`src/rtl/assert_macros.svh`:
```
// Assertion macros shared by the RTL of the MIDI channel message parser.
// Each macro samples on clock; the disabled form ignores cycles in reset.
`ifndef ASSERT_MACROS_SVH
`define ASSERT_MACROS_SVH

// Concurrent check, suspended while reset is high.
`define MCMP_ASSERT(label, prop, msg) \
   label: assert property (@(posedge clock) disable iff (reset) prop) else $error(msg);

// Concurrent check that also holds during reset.
`define MCMP_ASSERT_ALWAYS(label, prop, msg) \
   label: assert property (@(posedge clock) prop) else $error(msg);

`endif

```
`src/rtl/mcmp_pkg.sv`:
```
// Shared types and constants for the MIDI channel message parser.
// No dependencies; used by every module under rtl/.
`timescale 1ns / 1ps

package mcmp_pkg;

   localparam int unsigned BYTE_W    = 8;
   localparam int unsigned DATA_W    = 7;
   localparam int unsigned PHASE_W   = 4;
   localparam int unsigned CHAN_W    = 4;
   localparam int unsigned KIND_W    = 3;
   localparam int unsigned QUIET_W   = 17;
   localparam int unsigned TIMEOUT_W = 16;

   // status byte upper nibble, less its top bit
   localparam logic [KIND_W-1:0] KIND_PROGRAM   = 3'd4; // 0xC program change
   localparam logic [KIND_W-1:0] KIND_PRESSURE  = 3'd5; // 0xD channel aftertouch
   localparam logic [KIND_W-1:0] KIND_SYSTEM    = 3'd7; // 0xF system / realtime

   // phase 0 is idle; 1+2k awaits first data, 2+2k awaits second
   localparam logic [PHASE_W-1:0] PHASE_IDLE = 4'd0;
   localparam logic [PHASE_W-1:0] PHASE_LAST = 4'd14;

   localparam logic [QUIET_W-1:0]   QUIET_MAX     = 17'h1FFFF;
   localparam logic [TIMEOUT_W-1:0] TIMEOUT_RESET = 16'd100;

   typedef struct packed {
      logic              is_tick;
      logic [BYTE_W-1:0] rx_byte;
   } req_item_type;

   typedef struct packed {
      logic [BYTE_W-1:0] status;
      logic [DATA_W-1:0] data1;
      logic [DATA_W-1:0] data2;
   } result_type;

endpackage

```
`src/rtl/mcmp_in_reg.sv`:
```
// Input register of the MIDI channel message parser.
// Depends on mcmp_pkg for the request item type.
`timescale 1ns / 1ps

module mcmp_in_reg (
   input  logic                  clock,
   input  logic                  reset,
   input  logic                  load,      // request accepted this cycle
   input  mcmp_pkg::req_item_type item_in,
   input  logic                  take,      // held request consumed this cycle
   output logic                  valid,
   output mcmp_pkg::req_item_type item
);

   logic                   valid_ff;
   logic                   valid_in;
   mcmp_pkg::req_item_type item_ff;

   assign valid_in = load | (valid_ff & ~take);

   always_ff @(posedge clock) begin
      if (reset) begin
         valid_ff <= 1'b0;
      end else begin
         valid_ff <= valid_in;
      end
   end

   always_ff @(posedge clock) begin
      if (load) begin
         item_ff <= item_in;
      end
   end

   assign valid = valid_ff;
   assign item  = item_ff;

endmodule

```
`src/rtl/mcmp_core.sv`:
```
// Parser state and next-state logic: running status, data slots, silence timer.
// Depends on mcmp_pkg and assert_macros.svh.
`timescale 1ns / 1ps
`include "assert_macros.svh"

module mcmp_core (
   input  logic                   clock,
   input  logic                   reset,
   input  logic                   csr_write,
   input  logic [15:0]            csr_value,
   input  logic                   step,       // process the held request
   input  mcmp_pkg::req_item_type item,
   output logic                   res_valid,
   output mcmp_pkg::result_type   result
);

   logic [mcmp_pkg::TIMEOUT_W-1:0] timeout_ff;
   logic [mcmp_pkg::PHASE_W-1:0]   phase_ff, phase_in;
   logic [mcmp_pkg::CHAN_W-1:0]    chan_ff, chan_in;
   logic [mcmp_pkg::DATA_W-1:0]    first_ff, first_in;
   logic [mcmp_pkg::DATA_W-1:0]    second_ff, second_in;
   logic [mcmp_pkg::QUIET_W-1:0]   quiet_ff, quiet_in;

   logic [mcmp_pkg::PHASE_W-1:0]   phase_m1;
   logic [mcmp_pkg::KIND_W-1:0]    cur_kind;
   logic [mcmp_pkg::KIND_W-1:0]    rx_kind;
   logic                           await_second;
   logic                           single;
   logic                           emit;

   assign phase_m1     = phase_ff - 4'd1;
   assign cur_kind     = phase_m1[3:1];
   assign await_second = phase_m1[0];
   assign single       = (cur_kind == mcmp_pkg::KIND_PROGRAM) ||
                         (cur_kind == mcmp_pkg::KIND_PRESSURE);
   assign rx_kind      = item.rx_byte[6:4];

   always_comb begin
      phase_in  = phase_ff;
      chan_in   = chan_ff;
      first_in  = first_ff;
      second_in = second_ff;
      quiet_in  = quiet_ff;
      emit      = 1'b0;
      if (step) begin
         if (item.is_tick) begin
            if (quiet_ff != mcmp_pkg::QUIET_MAX) begin
               quiet_in = quiet_ff + 17'd1;
            end
            if (quiet_in > {1'b0, timeout_ff}) begin
               phase_in  = mcmp_pkg::PHASE_IDLE;
               chan_in   = '0;
               first_in  = '0;
               second_in = '0;
            end
         end else begin
            quiet_in = '0;
            if (item.rx_byte[7]) begin
               if (rx_kind == mcmp_pkg::KIND_SYSTEM) begin
                  phase_in  = mcmp_pkg::PHASE_IDLE;
                  chan_in   = '0;
                  first_in  = '0;
                  second_in = '0;
               end else begin
                  chan_in  = item.rx_byte[3:0];
                  phase_in = {rx_kind, 1'b1};
               end
            end else if ((phase_ff == mcmp_pkg::PHASE_IDLE) ||
                         (phase_ff > mcmp_pkg::PHASE_LAST)) begin
               phase_in = mcmp_pkg::PHASE_IDLE;
            end else if (single) begin
               first_in = item.rx_byte[6:0];
               emit     = 1'b1;
            end else if (!await_second) begin
               first_in = item.rx_byte[6:0];
               phase_in = phase_ff + 4'd1;
            end else begin
               second_in = item.rx_byte[6:0];
               phase_in  = phase_ff - 4'd1;
               emit      = 1'b1;
            end
         end
      end
   end

   always_ff @(posedge clock) begin
      if (reset) begin
         timeout_ff <= mcmp_pkg::TIMEOUT_RESET;
         phase_ff   <= mcmp_pkg::PHASE_IDLE;
         chan_ff    <= '0;
         first_ff   <= '0;
         second_ff  <= '0;
         quiet_ff   <= '0;
      end else begin
         if (csr_write) begin
            timeout_ff <= csr_value;
         end
         phase_ff  <= phase_in;
         chan_ff   <= chan_in;
         first_ff  <= first_in;
         second_ff <= second_in;
         quiet_ff  <= quiet_in;
      end
   end

   assign res_valid     = emit;
   assign result.status = {1'b1, cur_kind, chan_ff};
   assign result.data1  = first_in;
   assign result.data2  = second_in;

   `MCMP_ASSERT(a_phase_legal, (phase_ff != 4'd15), "parser phase out of range")
   `MCMP_ASSERT(a_quiet_cleared, ((step && !item.is_tick) |=> (quiet_ff == '0)), "silence timer not cleared by a byte")
   `MCMP_ASSERT(a_emit_on_data, (res_valid |-> (step && !item.is_tick && !item.rx_byte[7])), "result without a data byte")

endmodule

```
`src/rtl/mcmp_out_reg.sv`:
```
// Result register of the MIDI channel message parser.
// Depends on mcmp_pkg for the result type.
`timescale 1ns / 1ps

module mcmp_out_reg (
   input  logic                 clock,
   input  logic                 reset,
   input  logic                 res_valid,
   input  mcmp_pkg::result_type result,
   input  logic                 out_ready,
   output logic                 space,     // register free or draining
   output logic                 out_valid,
   output mcmp_pkg::result_type out_result
);

   logic                 valid_ff;
   mcmp_pkg::result_type result_ff;

   assign space = ~valid_ff | out_ready;

   always_ff @(posedge clock) begin
      if (reset) begin
         valid_ff <= 1'b0;
      end else if (space) begin
         valid_ff <= res_valid;
      end
   end

   always_ff @(posedge clock) begin
      if (space && res_valid) begin
         result_ff <= result;
      end
   end

   assign out_valid  = valid_ff;
   assign out_result = result_ff;

endmodule

```
`src/rtl/midi_channel_message_parser_unit.sv`:
```
// Top level of the MIDI channel message parser with running status.
// Depends on mcmp_pkg, mcmp_in_reg, mcmp_core, mcmp_out_reg, assert_macros.svh.
//
// channel   dir  handshake            payload
// req_      in   req_tvalid/tready    tdata rx_byte, tuser is_tick
// rsp_      out  rsp_tvalid/tready    tdata status, data1, data2
// csr_      in   csr_valid/ready      csr_data timeout_ms (ms)
//
// One request per cycle sustained while rsp_ is not stalled; a request is held in the input
// register and its message, if any, shows on rsp_ the cycle after the request is processed.
// Throughput is set by the state update in mcmp_core.
// Reset (synchronous, high) clears both registers, the parser state and
// sets timeout_ms to 100. A stalled rsp_ holds the message; req_tready
// drops only when the input and result registers are both occupied and rsp_ stalls.
`timescale 1ns / 1ps
`include "assert_macros.svh"

module midi_channel_message_parser_unit (
   input  logic        clock,
   input  logic        reset,
   // request channel
   input  logic        req_tvalid,
   output logic        req_tready,
   input  logic [7:0]  req_tdata,   // [7:0] rx_byte
   input  logic        req_tuser,   // [0] is_tick
   // message channel
   output logic        rsp_tvalid,
   input  logic        rsp_tready,
   output logic [23:0] rsp_tdata,   // [7:0] status, [14:8] data1, [21:15] data2, rest 0
   // timeout register write
   input  logic        csr_valid,
   output logic        csr_ready,
   input  logic [15:0] csr_data
);

   mcmp_pkg::req_item_type req_item;
   mcmp_pkg::req_item_type held_item;
   mcmp_pkg::result_type   core_result;
   mcmp_pkg::result_type   rsp_result;
   logic                   held_valid;
   logic                   out_space;
   logic                   step;
   logic                   core_valid;
   logic                   req_take;

   assign req_item.is_tick = req_tuser;
   assign req_item.rx_byte = req_tdata;

   // a held request is processed as soon as the result register can take
   // whatever it produces, even when it produces nothing
   assign step       = held_valid & out_space;
   assign req_tready = ~held_valid | out_space;
   assign req_take   = req_tvalid & req_tready;

   // register is always writable; the user must write it only while idle, which the block does not enforce
   assign csr_ready = 1'b1;

   mcmp_in_reg u_in_reg (
      .clock   (clock),
      .reset   (reset),
      .load    (req_take),
      .item_in (req_item),
      .take    (step),
      .valid   (held_valid),
      .item    (held_item)
   );

   mcmp_core u_core (
      .clock     (clock),
      .reset     (reset),
      .csr_write (csr_valid & csr_ready),
      .csr_value (csr_data),
      .step      (step),
      .item      (held_item),
      .res_valid (core_valid),
      .result    (core_result)
   );

   mcmp_out_reg u_out_reg (
      .clock      (clock),
      .reset      (reset),
      .res_valid  (core_valid),
      .result     (core_result),
      .out_ready  (rsp_tready),
      .space      (out_space),
      .out_valid  (rsp_tvalid),
      .out_result (rsp_result)
   );

   assign rsp_tdata = {2'b00, rsp_result.data2, rsp_result.data1, rsp_result.status};

   // only channel voice kinds 0x8..0xE ever leave the block
   `MCMP_ASSERT(a_rsp_voice, (rsp_tvalid |-> (rsp_tdata[7] && (rsp_tdata[6:4] != 3'b111))), "non-voice status on rsp")
   // a full pipeline must refuse new requests
   `MCMP_ASSERT(a_full_stalls, ((held_valid && rsp_tvalid && !rsp_tready) |-> !req_tready), "request taken while full")

endmodule

```
`config.mk`:
```
export PLATFORM = sky130hd
export DESIGN_NAME = midi_channel_message_parser_unit
export DESIGN_NICKNAME = d
export VERILOG_FILES = /design/src/rtl/mcmp_pkg.sv /design/src/rtl/mcmp_in_reg.sv /design/src/rtl/mcmp_core.sv /design/src/rtl/mcmp_out_reg.sv /design/src/rtl/midi_channel_message_parser_unit.sv
export VERILOG_INCLUDE_DIRS = /design/src /design/src/rtl
export SDC_FILE = /design/constraint.sdc
export NUM_CORES = 1
export LEC_CHECK = 0
export BUFFER_PORTS_ARGS = -buffer_cell sky130_fd_sc_hd__buf_2
export CORE_UTILIZATION = 55
export CTS_CLUSTER_DIAMETER = 150
export DETAILED_ROUTE_END_ITERATION = 6
export PLACE_DENSITY = 0.82
export SYNTH_ARGS = -nofsm -noshare
export SYNTH_HDL_FRONTEND = slang
export SYNTH_HIERARCHICAL = 1
export SYNTH_SLANG_ARGS = --single-unit
```
`constraint.sdc`:
```
create_clock -name clock -period 10.79 [get_ports clock]
set_input_delay 0.5395 -clock clock [delete_from_list [all_inputs] [get_ports clock]]
set_output_delay 0.5395 -clock clock [all_outputs]
set_load 0.05 [all_outputs]
```
# After elaboration in Yosys (flattened, before gate mapping)

Index checks and enable logic that the tools add are counted.
W data, S select, Z words.

Add/subtract/negate cells: 3
Multipliers: 0
Divide/modulo/power cells: 0
$lt $le $gt $ge: 2
Equality and inequality tests: 6
Shift operators: 0
Muxes and demuxes: 36
Bitwise operators: 9
Reduce and logical (&&, ||, !) cells: 7

Operators by type and width:

| operator                | count |
|---|---|
| $mux W7                 | 16 |
| $mux W17                | 4 |
| $mux W4                 | 10 |
| $add A17 B1 Y17 const B | 1 |
| $gt A17 B16 Y1          | 1 |
| $ne A17 B17 Y1 const B  | 1 |
| $eq A3 B3 Y1 const B    | 3 |
| $mux W1                 | 6 |
| $reduce_and A3 Y1       | 2 |
| $add A4 B1 Y4 const B   | 1 |
| $gt A4 B4 Y1 const B    | 1 |
| $logic_not A4 Y1        | 1 |
| $ne A4 B4 Y1 const B    | 1 |
| $sub A4 B1 Y4 const B   | 1 |
| $and A1 B1 Y1           | 3 |
| $not A1 Y1              | 3 |
| $or A1 B1 Y1            | 3 |
| $logic_or A1 B1 Y1      | 2 |
| $ne A2 B1 Y1 const B    | 1 |
| $reduce_bool A2 Y1      | 1 |
| $logic_and A1 B1 Y1     | 1 |

Register bits: 87
Latch bits: 0
Bits in writable memories: 0
Memory bits (read-only): 0
Output and inout port bits: 27
Memories: 0

# Longest topological paths before layout

Gate-level depths: netlist (run 1).

Word-level depth: 9
Depth in mapped cells: 16
Depth with buffers taken out: 14

# Modules after synthesis

Netlist (run 1), hierarchy kept.

By module, submodules not included:

| module                           | instances | cells an instance | area each (sq um) | seq. area each (sq um) |
|---|---|---|---|---|
| mcmp_core                        | 1         | 404               | 3230.6            | 1101.1 |
| mcmp_out_reg                     | 1         | 27                | 715.7             | 680.7 |
| mcmp_in_reg                      | 1         | 13                | 309.0             | 290.3 |
| midi_channel_message_parser_unit | 1         | 8                 | 60.1              | 0.0 |

# Least setup slack after synthesis (run 1)

No wires, ideal clock.

Path kind: reg-to-reg
Start point: reg u_core/quiet_ff[0] (netlist bit)
End point: reg u_out_reg.result_ff (netlist bit u_out_reg/out_result[4]), data pin
Setup time: 259 ps
Arrival: 3400 ps
Data required time: 10531 ps
Setup slack: 7131 ps
Stages on the path, launching flop included: 16
Path buffers: 1
Clock period less this slack: 3659 ps
Cells stage by stage: dfxtp_1 -> ha_1 -> and4_1 -> a311oi_1 -> and3_1 -> and3_1 -> xor2_1 -> ha_1 -> nand4_1 -> nor4_2 -> a21bo_1 -> a31o_1 -> a211o_1 -> buf_6 -> o21ai_1 -> nand2_1

RTL lines:

| item                   | RTL line           | RTL |
|---|---|---|
| from (decl)            | mcmp_core.sv:22    | `logic [mcmp_pkg::QUIET_W-1:0] quiet_ff, quiet_in;` |
| from (signal assigned) | mcmp_core.sv:102   | `quiet_ff <= quiet_in;` |
| to (signal assigned)   | mcmp_out_reg.sv:31 | `result_ff <= result;` |
| to (decl)              | mcmp_out_reg.sv:17 | `mcmp_pkg::result_type result_ff;` |

==> flow_metrics.env, run 1 <==
export IMPL_status="finished clean"
export IMPL_yosys_warnings=6
export IMPL_fin_hold_ws_ns=0.351
export IMPL_cts_tree="yes"
export IMPL_crit_path_max_fanout=15
export IMPL_setup_ws_ns=6.42
export IMPL_cts_buffer_depth=2
export IMPL_synth_cell_area_um2=4320
export IMPL_slew_headroom=0.399
export IMPL_die_w_um=90.6
export IMPL_wirelength_um=9060
export IMPL_synth_largest_area_cell="dfxtp_1"
export IMPL_crit_type="register to register"
export IMPL_fin_crit_ns=4.37
export IMPL_pre_cts_slack_ns=6.55
export IMPL_slowest_stage="a211o_1"
export IMPL_dpl_hpwl_um=6400
export IMPL_synth_edf_count=31
export IMPL_vias_per_cell=5.83
export IMPL_clkLatencyLatePin_ns=0.36
export IMPL_fmax_mhz=229
export IMPL_n_antenna_cell=0
export IMPL_rows=31
export IMPL_async_flop_share=0
export IMPL_drtPass1Iterations=5
export IMPL_numCtsBuffers=9
export IMPL_finalSetupTns_ns=0
export IMPL_seq_area_frac_synth=0.480
export IMPL_synth_cell_type_count=55
export IMPL_synth_cells=452
export IMPL_ir_worst_vdd_uv=95.4
export IMPL_leakagePower_nw=2.12
export IMPL_finalNetCount=541
export IMPL_skew_ns=0.00827
export IMPL_grt_pass1_wl_um=15300
export IMPL_clkTransAtPathRegs_ns=0.09
export IMPL_drc=0
export IMPL_synth_seq_cells=88
export IMPL_worstSetupEndpointType="register"
export IMPL_final_cells=595
export IMPL_grt_max_degree=47
export IMPL_min_path_type="input pin to register"
export IMPL_critPathLaunchType="register"
export IMPL_boundaryPins=57
export IMPL_cts_sinks=88
export IMPL_drt_iter0_drc=269
export IMPL_clock_root_buffer="clkbuf_8"
export IMPL_report_final_slew_viol_count=0
export IMPL_max_stage_delay_ns=0.52
export IMPL_gp_congestion=0.872
export IMPL_area_growth_pct=11.3
export IMPL_hold_buffers=0
export IMPL_cp_required_ns=10.90
export IMPL_hold_violations=0
export IMPL_htree_num_levels=3
export IMPL_finalSetupViolCount=0
export IMPL_fin_util=0.648
export IMPL_grt_pass1_vias=3209
export IMPL_num_vias=3468
export IMPL_grt_usage=0.237
export IMPL_die_h_um=90.6
export IMPL_grt_overflow_total=0
export IMPL_start_util=0.583
export IMPL_dieArea_um2=8200
export IMPL_post_cts_buffers=0
export IMPL_maxCapViolations=0
export IMPL_place_inst=579
export IMPL_worstMarginPinSlew_ns=0.902
export IMPL_arrival_ns=4.47
export IMPL_antenna_found_initial=0
export IMPL_portBuffers=53
export IMPL_drtAntennaViolNets=0
export IMPL_synthTopCellsByArea="dfxtp_1, edfxtp_1, ha_1, nand2_1, mux2i_1"
export IMPL_cts_repair_resized=0
export IMPL_layout_drive_gt1_share=0.171
export IMPL_synth_top_area_share=0.264
export IMPL_routedWlPerCell_um=15.2
export IMPL_synthFlopType="dfxtp_1"
export IMPL_finalCritPeriodShare=0.405
export IMPL_cp_cell_sequence="ha_1 -> and4_1 -> a311oi_1 -> and3_1 -> and3_1 -> xor2_1 -> ha_1 -> nand4_1 -> nor4_2 -> a21bo_1 -> a31o_1 -> a211o_1 -> o21ai_0 -> nand2_1"
export IMPL_pwr_density_cell_nw_per_um2=139
export IMPL_synth_area_per_cell_um2=9.55
export IMPL_core_area_um2=7410
export IMPL_grt_setup_unrepaired="false"
==> cells in the mapped netlist (5+ instances only) <==
cell type  instances
and3_1            10
nand4_1            9
ha_1              20
o21ai_1            6
nand3_1           11
edfxtp_1          31
clkbuf_1          16
o21ai_0           16
xor2_1             7
a22oi_1            7
nand2_1           57
o211ai_1           6
nor3_1             8
inv_1             23
a211oi_1           6
o21a_1             5
a21oi_1           29
nor2_1            36
mux2i_1           18
buf_2              5
xnor2_1           10
dfxtp_1           57
==> where the power goes <==
part | leakage (nW) | internal, mW | switching (mW) | total (mW)
logic | 1.22 | 0.0210 | 0.0369 | 0.0579
clock network | 0.107 | 0.132 | 0.119 | 0.251
registers | 0.787 | 0.351 | 0.00848 | 0.359
total | 2.12 | 0.504 | 0.164 | 0.668
==> critical path: cells and delay by family (launching register included) <==
| family | cells | cell delay, ns |
|---|---|---|
| fa+ha+maj | 2 | 0.62 |
| simple gates | 6 | 1.31 |
| compound gates | 5 | 1.70 |
| xor+xnor | 1 | 0.09 |
| flops | 1 | 0.36 |
==> metrics by stage <==
stage	cell area, um2	total power, mW
6_report	4800	0.668
5_1_grt	4800	0.692
4_1_cts	4800	0.672
3_5_place_dp	4580	0.424
3_3_place_gp	4580	0.422
2_1_floorplan	4320	0.408
==> layout make-up <==
class / count / area (um2)
inverters: 24 / 90.1
multi-input cells: 315 / 2030
fillers: 569 / 2610
repair buffers: 53 / 265
well taps: 99 / 124
clock buffers: 10 / 128
clock inverters: 6 / 93.8
flip-flops and latches: 88 / 2070
==> path summary, 6_finish.rpt <==
check / start / endpoint / slack [ns] / cells after the start
worst max-delay path: u_core/quiet_ff[0] / u_out_reg/out_result[2] / 6.42 / 14
worst min-delay path: req_tdata[5] / u_in_reg/item[5] / 0.35 / 1
worst max register to register: u_core/quiet_ff[0] / u_out_reg/out_result[2] / 6.42 / 14
worst min register to register: u_core/chan_ff[1] / u_out_reg/out_result[15] / 0.45 / 0
==> sequential cells by signal, summed over array words and instances (netlist names) <==
signal / count
u_core/quiet_ff: 17
u_core/timeout_ff: 16
u_core/first_ff: 7
u_core/chan_ff: 4
u_core/second_ff: 7
u_in_reg/item: 9
u_core/phase_ff: 4
u_out_reg/out_valid: 1
u_in_reg/valid: 1
u_out_reg/out_result: 22
==> kinds of logic (layout without fill, tap and decap cells) <==
logic type      count (synthesis)  in the layout  share of synthesized area
compound gates                101            101                      0.155
xor+xnor                       17             17                     0.0345
fa+ha+maj                      20             20                     0.0580
buf+inv                        50             93                     0.0502
flops                          88             88                      0.480
mux                            19             19                     0.0444
other cells                     3              4                    0.00261
simple gates                  154            154                      0.175
==> cell usage in the layout (no fill, tap or decap), types with 3 or more instances in the layout <==
master | Yosys | final
nand3_1 | 11 | 11
edfxtp_1 | 31 | 31
inv_1 | 23 | 23
nor2b_1 | 4 | 4
buf_2 | 5 | 53
clkbuf_8 | 0 | 9
o211ai_1 | 6 | 6
nor2_1 | 36 | 36
a211oi_1 | 6 | 6
o21a_1 | 5 | 5
and3_1 | 10 | 10
a32o_1 | 4 | 4
a21oi_1 | 29 | 29
conb_1 | 3 | 4
and2_1 | 4 | 4
nand4_1 | 9 | 9
ha_1 | 20 | 20
a22oi_1 | 7 | 7
o21ai_2 | 4 | 4
xor2_1 | 7 | 7
nand2_1 | 57 | 57
o21ai_0 | 16 | 16
mux2i_1 | 18 | 18
nor3_1 | 8 | 8
o21ai_1 | 6 | 6
xnor2_1 | 10 | 10
dfxtp_1 | 57 | 57
and4_1 | 3 | 3
==> routing by layer <==
layer | vias to the layer above | part of all wire | GRT usage
li1 | 1670 | - | -
met1 | 1625 | 0.45 | 0.326
met2 | 152 | 0.46 | 0.367
met3 | 21 | 0.067 | 0.0362
met4 | 0 | 0.023 | 0.112
met5 | - | 0 | 0
Power figures use the tool's default switching activity.
==> run 2, diff against run 1 <==
- clock period: 10.79 -> 4.3 ns (I/O delays scaled with it)
==> run 2 against run 1 <==
- sequential cell count did not move
- first-iteration DRC count up 50%
- register-to-register slack got worse by 6.2 ns
- count of clock-buffer cells in the layout did not move
- clock skew up 0.0011 ns
- total power increased to 2.5 times the previous value
- combinational power grew to 2.5 times the previous value
- setup slack got worse by 6.2 ns
- core utilization increased by 0.30 points
- die area is the same
- sequential power grew to 2.5 times the previous value
==> flow_metrics.env, run 2 (synthesized netlist as in run 1, its figures left out) <==
export IMPL_status="finished clean"
export IMPL_drtPass1Iterations=5
export IMPL_seqCellArea_um2=2070
export IMPL_finalSetupTns_ns=0
export IMPL_fmax_mhz=246
export IMPL_start_util=0.583
export IMPL_p_int_mw=1.27
export IMPL_worst_path_dominant_cell_family="compound AO/OA/AOI/OAI gates"
export IMPL_p_seq_frac=0.536
export IMPL_multi_input_area_um2=2040
export IMPL_clkTransAtPathRegs_ns=0.09
export IMPL_routedWlPerCell_um=15.7
export IMPL_grt_pass1_wl_um=15600
export IMPL_p_comb_frac=0.087
export IMPL_finalCritPeriodShare=0.946
export IMPL_antenna_found_initial=0
export IMPL_vias_per_cell=5.78
export IMPL_ir_worst_vdd_uv=204
export IMPL_finalSetupViolCount=0
export IMPL_area_growth_pct=11.8
export IMPL_clkPwrFrac=0.376
export IMPL_cp_num_buf_inv=0
export IMPL_clock_root_buffer="clkbuf_8"
export IMPL_die_w_um=90.6
export IMPL_switching_share=0.247
export IMPL_num_vias=3449
export IMPL_core_area_um2=7410
export IMPL_dieArea_um2=8200
export IMPL_fin_crit_ns=4.07
export IMPL_wirelength_um=9350
export IMPL_portBuffers=53
export IMPL_dpl_hpwl_um=6450
export IMPL_numCtsBuffers=9
export IMPL_cp_cell_sequence="ha_1 -> and4_1 -> a311oi_1 -> and3_2 -> and3_1 -> xor2_1 -> ha_1 -> nand4_1 -> nor4_2 -> a21bo_1 -> a31o_1 -> a211o_4 -> o21ai_1 -> nand2_1"
export IMPL_slowest_stage="a211o_4"
export IMPL_fill_cells=586
export IMPL_min_path_type="input pin to register"
export IMPL_skew_ns=0.00941
export IMPL_worstSetupEndpointType="register"
export IMPL_cp_required_ns=4.41
export IMPL_cts_buffer_depth=2
export IMPL_switching_power_uw=415
export IMPL_boundaryPins=57
export IMPL_n_antenna_cell=0
export IMPL_slew_headroom=0.387
export IMPL_cts_sinks=88
export IMPL_critical_path_most_common_cell="ha_1"
export IMPL_crit_path_max_fanout=15
export IMPL_hold_buffers=0
export IMPL_largest_register_ffs=22
export IMPL_grt_max_degree=47
export IMPL_crit_type="register to register"
export IMPL_pwr_density_cell_nw_per_um2=348
export IMPL_report_final_slew_viol_count=0
export IMPL_clkLatencyLatePin_ns=0.35
export IMPL_grt_pass1_vias=3219
export IMPL_worstMarginPinSlew_ns=0.919
export IMPL_drtAntennaViolNets=0
export IMPL_rows=31
export IMPL_layout_drive_gt1_share=0.179
export IMPL_htree_num_levels=3
export IMPL_critPathLaunchType="register"
export IMPL_max_stage_delay_ns=0.44
export IMPL_finalNetCount=543
export IMPL_final_cell_mix="nand2_1, dfxtp_1, buf_2, nor2_1, edfxtp_1"
export IMPL_maxCapViolations=0
export IMPL_gp_congestion=0.870
export IMPL_leakagePower_nw=2.13
export IMPL_grt_usage=0.240
export IMPL_fin_total_pwr_mw=1.68
export IMPL_cts_tree="yes"
export IMPL_fin_util=0.651
export IMPL_hold_violations=0
export IMPL_reg2reg_slack_ns=0.23
export IMPL_arrival_ns=4.18
export IMPL_drc=0
export IMPL_die_h_um=90.6
export IMPL_drt_iter0_drc=404
export IMPL_grt_overflow_total=0
[run 2: layout make-up]
class,count,area share
clock buffer,10,0.0264
clock inverter,6,0.0189
inverter,24,0.0187
multi-input combinational,315,0.423
sequential,88,0.429
tap,99,0.0257
timing repair buffer,55,0.0581
[run 2: path summary, 6_finish.rpt]
kind                      startpoint                  endpoint  cells after the start
setup reg to reg  u_core/quiet_ff[0]   u_out_reg/out_result[5]                     14
setup / recovery  u_core/quiet_ff[0]   u_out_reg/out_result[5]                     14
hold / removal          req_tdata[4]          u_in_reg/item[4]                      1
hold reg to reg    u_core/chan_ff[0]  u_out_reg/out_result[14]                      0
[run 2: routing by layer]
metal	track usage	vias to the layer above	routed length [um]
li1	-	1671	-
met1	0.336	1616	4200
met2	0.369	151	4290
met3	0.0412	11	728
met4	0.0927	0	132
met5	0	-	0
[run 2: through the flow]
stage	std cells	setup slack, ns	area [um2]	hold WS [ns]
final	597	0.234	4830	0.0279
after floorplan	453	0.641	4320	0.277
after detailed placement	579	0.0858	4580	0.394
after global routing	597	-0.0216	4830	0.0128
after global placement	579	0.270	4580	0.393
after CTS	595	0.0371	4800	0.0164
[run 2: repair_timing]
item,in CTS,in global routing
setup endpoints to repair,0,33
resized for setup,0,8
endpoints found under the hold margin,0,0
setup buffers,0,2
[run 2: power by group through the flow]
| stage | Sequential, mW | Combinational [mW] | Clock [mW] |
|---|---|---|---|
| after floorplan | 0.914 | 0.110 | 0 |
| after global placement | 0.919 | 0.139 | 0 |
| after detailed placement | 0.920 | 0.143 | 0 |
| after CTS | 0.901 | 0.144 | 0.643 |
| after global routing | 0.904 | 0.163 | 0.678 |
| final | 0.901 | 0.147 | 0.632 |
